### config.mk
export PLATFORM = sky130hd
export DESIGN_NAME = sorted_priority_queue
export DESIGN_NICKNAME = d
export VERILOG_FILES = /design/src/hw/rtl/spq_pkg.sv /design/src/hw/rtl/spq_ram.sv /design/src/hw/rtl/sorted_priority_queue.sv
export SDC_FILE = /design/constraint.sdc
export NUM_CORES = 1
export LEC_CHECK = 0
export CAP_MARGIN = 40
export CORE_UTILIZATION = 45
export CTS_CLUSTER_DIAMETER = 50
export CTS_CLUSTER_SIZE = 12
export DETAILED_ROUTE_END_ITERATION = 12
export DONT_BUFFER_PORTS = 1
export SKIP_LAST_GASP = 1
export SLEW_MARGIN = 20
export SYNTH_ARGS = -nofsm -noshare
export SYNTH_HDL_FRONTEND = slang
export SYNTH_SLANG_ARGS = --single-unit
### constraint.sdc
create_clock -name clk -period 7.85 [get_ports clk]
set_input_delay 1.9625 -clock clk [delete_from_list [all_inputs] [get_ports clk]]
set_output_delay 1.9625 -clock clk [all_outputs]
set_load 0.05 [all_outputs]
### src/hw/rtl/spq_pkg.sv
`timescale 1ns / 1ps
// spq_pkg: shared types and constants of the sorted priority queue
// no dependencies; used by sorted_priority_queue, spq_checker and testbench

package spq_pkg;

	// default queue depth
	localparam int DEPTH_DEF = 16;

	// payload widths fixed by the interface
	localparam int VALUE_W  = 32;
	localparam int PRIO_W   = 16;
	localparam int STATUS_W = 2;
	localparam int ENTRY_W  = VALUE_W + PRIO_W;

	// operation codes
	localparam logic CMD_INSERT = 1'b0;
	localparam logic CMD_POP    = 1'b1;

	// result status codes
	localparam logic [STATUS_W-1:0] ST_DONE  = 2'd0;
	localparam logic [STATUS_W-1:0] ST_FULL  = 2'd1;
	localparam logic [STATUS_W-1:0] ST_EMPTY = 2'd2;

	// control sequencer states
	typedef enum logic [1:0] {
		S_IDLE,
		S_POP_WAIT,
		S_INS_SCAN,
		S_INS_HEAD
	} state_t;

endpackage

### src/hw/rtl/spq_ram.sv
`timescale 1ns / 1ps
// spq_ram: generic simple dual-port ram, one write port, one registered read port
// no dependencies

module spq_ram #(
	parameter int WIDTH = 48,
	parameter int DEPTH = 16
) (
	input  logic                     clk,
	input  logic                     we,
	input  logic [$clog2(DEPTH)-1:0] waddr,
	input  logic [WIDTH-1:0]         wdata,
	input  logic                     re,
	input  logic [$clog2(DEPTH)-1:0] raddr,
	output logic [WIDTH-1:0]         rdata
);

	logic [WIDTH-1:0] mem [DEPTH];
	logic [WIDTH-1:0] rdata_q;

	// write port
	always_ff @(posedge clk) begin
		if (we) begin
			mem[waddr] <= wdata;
		end
	end

	// registered read port
	always_ff @(posedge clk) begin
		if (re) begin
			rdata_q <= mem[raddr];
		end
	end

	assign rdata = rdata_q;

endmodule

### src/hw/rtl/sorted_priority_queue.sv
`timescale 1ns / 1ps
// sorted_priority_queue: bounded priority queue, entries kept sorted in one ram
// depends on spq_pkg and spq_ram
//
// Usage: a command is taken at a rising edge with start high and busy low.
// cmd selects insert (entry_value, entry_priority) or pop of the front entry.
// Each command gives exactly one result, shown for one cycle with done high:
// status, front_value (popped value, zero otherwise) and item_count (entries
// held after the command). The receiver cannot stall; results must be taken
// in the cycle that done is high. A new command may be started in that cycle.
// Entries live in a circular buffer in one ram, highest priority at the head;
// equal priorities leave in arrival order.
// An insert into an empty queue, a rejected insert and a pop on an empty
// queue give their result directly from idle. A pop first waits for one ram
// read. An insert into a non-empty queue walks backward from the tail, moving
// one entry per cycle through the single read port until it meets an equal
// or higher priority, or passes all n entries and is written at the head.
// Reset: asynchronous, active low; the queue is empty after reset. The ram
// needs no clearing since only slots holding entries are ever read.

module sorted_priority_queue #(
	parameter int DEPTH = spq_pkg::DEPTH_DEF
) (
	input  logic                               clk,
	input  logic                               arst_n,
	input  logic                               start,
	output logic                               busy,
	input  logic                               cmd,
	input  logic signed [spq_pkg::VALUE_W-1:0] entry_value,
	input  logic [spq_pkg::PRIO_W-1:0]         entry_priority,
	output logic                               done,
	output logic [spq_pkg::STATUS_W-1:0]       status,
	output logic signed [spq_pkg::VALUE_W-1:0] front_value,
	output logic [$clog2(DEPTH+1)-1:0]         item_count
);

	import spq_pkg::*;

	localparam int AW = $clog2(DEPTH);
	localparam int CW = $clog2(DEPTH + 1);

	// circular index helpers
	function automatic logic [AW-1:0] idx_inc(input logic [AW-1:0] p);
		logic [AW-1:0] r;
		if (p == AW'(DEPTH - 1)) begin
			r = '0;
		end else begin
			r = p + 1'b1;
		end
		return r;
	endfunction

	function automatic logic [AW-1:0] idx_dec(input logic [AW-1:0] p);
		logic [AW-1:0] r;
		if (p == '0) begin
			r = AW'(DEPTH - 1);
		end else begin
			r = p - 1'b1;
		end
		return r;
	endfunction

	state_t state_q, state_d;

	logic [AW-1:0]     head_q;
	logic [CW-1:0]     count_q;
	logic [AW-1:0]     idx_q;
	logic [CW-1:0]     left_q;
	logic [VALUE_W-1:0] val_q;
	logic [PRIO_W-1:0] prio_q;

	logic               done_q;
	logic [STATUS_W-1:0] status_q;
	logic [VALUE_W-1:0] front_q;

	logic               ram_we;
	logic [AW-1:0]      ram_waddr;
	logic [ENTRY_W-1:0] ram_wdata;
	logic               ram_re;
	logic [AW-1:0]      ram_raddr;
	logic [ENTRY_W-1:0] ram_rdata;

	logic [PRIO_W-1:0]  rd_prio;
	logic [VALUE_W-1:0] rd_value;
	logic [AW:0]        last_sum;
	logic [AW-1:0]      last_idx;
	logic               full;
	logic               empty;

	// sequencer strobes
	logic               take;
	logic               scan_load;
	logic               scan_step;
	logic               res_en;
	logic [STATUS_W-1:0] res_status;
	logic               res_front;
	logic               cnt_inc;
	logic               pop_fin;

	spq_ram #(
		.WIDTH(ENTRY_W),
		.DEPTH(DEPTH)
	) u_ram (
		.clk  (clk),
		.we   (ram_we),
		.waddr(ram_waddr),
		.wdata(ram_wdata),
		.re   (ram_re),
		.raddr(ram_raddr),
		.rdata(ram_rdata)
	);

	assign rd_prio  = ram_rdata[VALUE_W +: PRIO_W];
	assign rd_value = ram_rdata[VALUE_W-1:0];
	assign full     = (count_q == CW'(DEPTH));
	assign empty    = (count_q == '0);

	// slot of the tail entry, head + count - 1 wrapped
	assign last_sum = {1'b0, head_q} + (AW+1)'(count_q) - 1'b1;
	assign last_idx = (last_sum >= (AW+1)'(DEPTH)) ?
		AW'(last_sum - (AW+1)'(DEPTH)) : last_sum[AW-1:0];

	// state register
	always_ff @(posedge clk or negedge arst_n) begin
		if (!arst_n) begin
			state_q <= S_IDLE;
		end else begin
			state_q <= state_d;
		end
	end

	// next state, ram control and strobes
	always_comb begin
		state_d    = state_q;
		busy       = 1'b1;
		take       = 1'b0;
		scan_load  = 1'b0;
		scan_step  = 1'b0;
		res_en     = 1'b0;
		res_status = ST_DONE;
		res_front  = 1'b0;
		cnt_inc    = 1'b0;
		pop_fin    = 1'b0;
		ram_we     = 1'b0;
		ram_waddr  = idx_inc(idx_q);
		ram_wdata  = {prio_q, val_q};
		ram_re     = 1'b0;
		ram_raddr  = idx_dec(idx_q);
		case (state_q)
			S_IDLE: begin
				busy = 1'b0;
				if (start) begin
					take = 1'b1;
					if (cmd == CMD_POP) begin
						if (empty) begin
							res_en     = 1'b1;
							res_status = ST_EMPTY;
						end else begin
							ram_re    = 1'b1;
							ram_raddr = head_q;
							state_d   = S_POP_WAIT;
						end
					end else if (full) begin
						res_en     = 1'b1;
						res_status = ST_FULL;
					end else if (empty) begin
						ram_we    = 1'b1;
						ram_waddr = head_q;
						ram_wdata = {entry_priority, entry_value};
						res_en    = 1'b1;
						cnt_inc   = 1'b1;
					end else begin
						ram_re    = 1'b1;
						ram_raddr = last_idx;
						scan_load = 1'b1;
						state_d   = S_INS_SCAN;
					end
				end
			end
			S_POP_WAIT: begin
				res_en    = 1'b1;
				res_front = 1'b1;
				pop_fin   = 1'b1;
				state_d   = S_IDLE;
			end
			S_INS_SCAN: begin
				ram_we = 1'b1;
				if (rd_prio < prio_q) begin
					// move the stored entry one slot toward the tail
					ram_wdata = ram_rdata;
					if (left_q == CW'(1)) begin
						state_d = S_INS_HEAD;
					end else begin
						ram_re    = 1'b1;
						scan_step = 1'b1;
					end
				end else begin
					res_en  = 1'b1;
					cnt_inc = 1'b1;
					state_d = S_IDLE;
				end
			end
			S_INS_HEAD: begin
				ram_we    = 1'b1;
				ram_waddr = idx_q;
				res_en    = 1'b1;
				cnt_inc   = 1'b1;
				state_d   = S_IDLE;
			end
			default: begin
				state_d = S_IDLE;
			end
		endcase
	end

	// queue bookkeeping
	always_ff @(posedge clk or negedge arst_n) begin
		if (!arst_n) begin
			head_q  <= '0;
			count_q <= '0;
		end else if (cnt_inc) begin
			count_q <= count_q + 1'b1;
		end else if (pop_fin) begin
			count_q <= count_q - 1'b1;
			head_q  <= idx_inc(head_q);
		end
	end

	// scan position and latched command operands
	always_ff @(posedge clk) begin
		if (take) begin
			val_q  <= entry_value;
			prio_q <= entry_priority;
		end
		if (scan_load) begin
			idx_q  <= last_idx;
			left_q <= count_q;
		end else if (scan_step) begin
			idx_q  <= idx_dec(idx_q);
			left_q <= left_q - 1'b1;
		end
	end

	// result strobe
	always_ff @(posedge clk or negedge arst_n) begin
		if (!arst_n) begin
			done_q <= 1'b0;
		end else begin
			done_q <= res_en;
		end
	end

	// result payload
	always_ff @(posedge clk) begin
		if (res_en) begin
			status_q <= res_status;
			front_q  <= res_front ? rd_value : '0;
		end
	end

	assign done        = done_q;
	assign status      = status_q;
	assign front_value = front_q;
	assign item_count  = count_q;

	// occupancy stays within the queue depth
	a_count_bound: assert property (@(posedge clk) disable iff (!arst_n)
		count_q <= CW'(DEPTH))
		else $error("occupancy above depth");

	// the scan never reads and writes the same slot in one cycle
	a_no_rw_clash: assert property (@(posedge clk) disable iff (!arst_n)
		!(ram_we && ram_re && (ram_waddr == ram_raddr)))
		else $error("ram read and write to the same slot");

	// every result follows an accepted command or a busy cycle
	a_done_cause: assert property (@(posedge clk) disable iff (!arst_n)
		done |-> $past(start || busy))
		else $error("result without a command");

	// a failed operation leaves the occupancy untouched
	a_reject_hold: assert property (@(posedge clk) disable iff (!arst_n)
		(done && (status == ST_FULL || status == ST_EMPTY)) |->
			(count_q == $past(count_q)))
		else $error("rejected command changed occupancy");

	// while the scan is active, busy is high and entries are left to scan
	a_scan_ready: assert property (@(posedge clk) disable iff (!arst_n)
		(state_q == S_INS_SCAN) |-> busy && (left_q != '0))
		else $error("scan with no entries left");

endmodule

==> impl_metrics.env <==
export IMPL_status="finished clean"
export IMPL_max_slew_margin_pct=39.0
export IMPL_grt_overflow=0
export IMPL_fin_tns_setup_ns=0
export IMPL_ctsLongestPathBuffers=3
export IMPL_finalNetCount=2622
export IMPL_tightest_slew_ns=0.915
export IMPL_grt_max_degree=127
export IMPL_tritoncts="built"
export IMPL_die_h_um=291
export IMPL_ios=93
export IMPL_netlist_area_um2=37500
export IMPL_dp_cells=3496
export IMPL_cts_root_buf="clkbuf_16"
export IMPL_post_cts_buffers=0
export IMPL_final_util_pct=51.4
export IMPL_crit_family="simple AND/OR/NAND/NOR gates"
export IMPL_max_freq_mhz=194
export IMPL_synth_seq_area_share_pct=73.5
export IMPL_crit_buf_inv=2
export IMPL_rows=105
export IMPL_crit_chain="or4_1, nor3_4, buf_4, a22oi_1, a2bb2oi_1, nor3_1, nand2_1, nor2_4, buf_4"
export IMPL_drv_cap=0
export IMPL_gp_congestion=0.827
export IMPL_finalNonFillerCells=3676
export IMPL_ctsHoldBuffers=0
export IMPL_clk_latency_ns=0.68
export IMPL_yosys_top_cells_area="edfxtp_1, nand2_1, mux2i_1"
export IMPL_final_layout_size_suffix_gt1_share_pct=11.3
export IMPL_wl_per_cell_um=26.2
export IMPL_critPathKind="reg -> reg"
export IMPL_hp_class="reg -> reg"
export IMPL_hold_violations=0
export IMPL_yosysWarnings=0
export IMPL_period_share_pct=65.5
export IMPL_vias_per_cell=6.07
export IMPL_cts_clk_slew_worst_paths_ns=0.06
export IMPL_vias=22300
export IMPL_area_growth_pct=12.7
export IMPL_end_kind="flip-flop"
export IMPL_fp_dieW_um=291
export IMPL_io_buffers=0
export IMPL_drt_iter0_drc=2257
export IMPL_area_sequential_um2=27500
export IMPL_die_area_um2=84400
export IMPL_avgSynthCellArea_um2=14.8
export IMPL_finalMaxSlewViolations=0
export IMPL_ant_nets=0
export IMPL_final_min_clock_period_ns=5.14
export IMPL_required_ns=8.12
export IMPL_dpl_hpwl_um=54600
export IMPL_yosys_register_bits=919
export IMPL_dr_pass1_iters=8
export IMPL_grt_pass1_vias=21900
export IMPL_clock_sinks=919
export IMPL_setup_viol=0
export IMPL_cpMostUsedCell="buf_4"
export IMPL_syn_num_nets=2618
export IMPL_start_kind="flip-flop"
export IMPL_synth_async_reset_ratio_pct=1.31
export IMPL_cp_max_fo=52
export IMPL_ys_flop_type="edfxtp_1"
export IMPL_synthDistinctLibCells=65
export IMPL_grt_pass1_wl_um=144000
export IMPL_multiInputGateArea_um2=9150
export IMPL_critPathMaxStageDelay_ns=0.87
export IMPL_cts_resized_gates=0
export IMPL_r2r_setup_slack_ns=2.71
export IMPL_synth_top_area_share_pct=72.7
export IMPL_cp_slowest_cell="or4_1"
export IMPL_coreArea_um2=82200
export IMPL_cp_arrival_ns=5.42
export IMPL_yosysTopAreaCell="edfxtp_1"
export IMPL_skew_ns=0.0423
export IMPL_fillers=6668
export IMPL_routed_wl_um=96500
export IMPL_synth_cells=2532
export IMPL_rsz0062_at_grt="false"
export IMPL_start_util_pct=45.6
export IMPL_cts_max_level=3
export IMPL_antenna_found_initial=4
export IMPL_grt_usage_pct=22.7
export IMPL_cts_buffers=103
export IMPL_synth_edf_count=907
export IMPL_drc=0
cells in the mapped netlist, types with 5 or more instances:
cell type	instances
edfxtp_1	907
nand2_1	418
a21oi_1	223
mux2i_1	145
a22o_1	109
nand3_1	103
clkbuf_1	84
buf_2	49
a32oi_1	47
o221ai_1	47
inv_1	39
a21oi_2	38
a221o_1	33
and2_1	32
ha_1	32
o21ai_0	32
nor2_1	27
a21o_1	26
buf_4	26
dfrtp_1	12
buf_6	7
nor3_1	7
o22ai_1	6
xnor2_1	6
a22oi_1	5
nand4_1	5
layout make-up:
| cell class | instances | area share [%] |
|---|---|---|
| diodes | 3 | 0.0178 |
| clock buffers | 117 | 6.23 |
| clock inverters | 55 | 1.29 |
| inverters | 39 | 0.347 |
| multi-input cells | 1407 | 21.7 |
| flip-flops and latches | 919 | 65.2 |
| well taps | 1070 | 3.17 |
| repair buffers | 66 | 2.09 |
metal layers:
layer  global-route usage, %  vias up  routed length [um]
met5                       0        -                  14
met3                    4.21      145                7880
met2                    35.5      965               44900
met1                    32.8    11400               41800
met4                    5.67        2                1880
li1                        -     9783                   -
stage by stage:
step                      setup WS, ns  hold slack (ns)  area (um^2)
after floorplan                   2.01            0.506        37500
after global placement            2.14            0.549        38600
after detailed placement          2.11            0.543        38900
after CTS                         2.70            0.570        42100
after global routing              2.54            0.593        42200
final                             2.71            0.572        42200
cell families after synthesis:
family / share of synthesized area [%]
buffers and inverters: 2.63
AND/OR/NAND/NOR: 7.18
multiplexers: 3.93
AO/OA/AOI/OAI: 11.3
adder cells (fa/ha/maj): 1.18
XOR/XNOR: 0.270
flip-flops: 73.5
worst paths after layout:
kind,start,end,depth (start not counted)
setup / recovery,item_count[0]$_DFFE_PN0P_,u_ram.mem[6][43]$_DFFE_PP_,9
hold / removal,u_ram.rdata[18]$_DFFE_PP_,front_value[18]$_SDFFCE_PN0P_,1
setup reg to reg,item_count[0]$_DFFE_PN0P_,u_ram.mem[6][43]$_DFFE_PP_,9
hold reg to reg,u_ram.rdata[18]$_DFFE_PP_,front_value[18]$_SDFFCE_PN0P_,1
max in group asynchronous,arst_n,state_q[1]$_DFFE_PN0P_,0
min in group asynchronous,arst_n,head_q[1]$_DFFE_PN0P_,0
registers in the layout, indices dropped and copies added (netlist names):
register / flops
u_ram.mem: 768
u_ram.rdata: 48
front_value: 32
val_q: 32
prio_q: 16
item_count: 5
left_q: 5
head_q: 4
idx_q: 4
state_q: 2
status: 2
done: 1
cell usage in the layout, fill, tap and decap left out, types with 6 or more instances in the layout:
master     count
buf_4         39
edfxtp_1     907
dfrtp_1       12
a21o_1        26
inv_6         10
clkinv_1      12
o21ai_0       32
xnor2_1        6
nand3_1      103
buf_12        16
o221ai_1      47
nor2_1         8
and2_1        32
inv_1         38
clkinv_2      15
nand2_1      416
nor3_1         7
a21oi_2       38
clkbuf_16    103
nor2_4        18
clkbuf_1      14
mux2i_1      145
a21oi_1      223
a22o_1       109
ha_1          31
buf_16         9
a32oi_1       47
a221o_1       33
worst reg2reg max path: stages, from the launching register on:
cell and delay, ns:
dfrtp_1 0.64, or4_1 0.88, nor3_4 0.23, buf_4 0.74
a22oi_1 0.18, a2bb2oi_1 0.19, nor3_1 0.29, nand2_1 0.31
nor2_4 0.62, buf_4 0.65
Power is left out: the tool's default activity adds up to more than one toggle a clock period on the data nets, which glitch-free logic cannot reach.
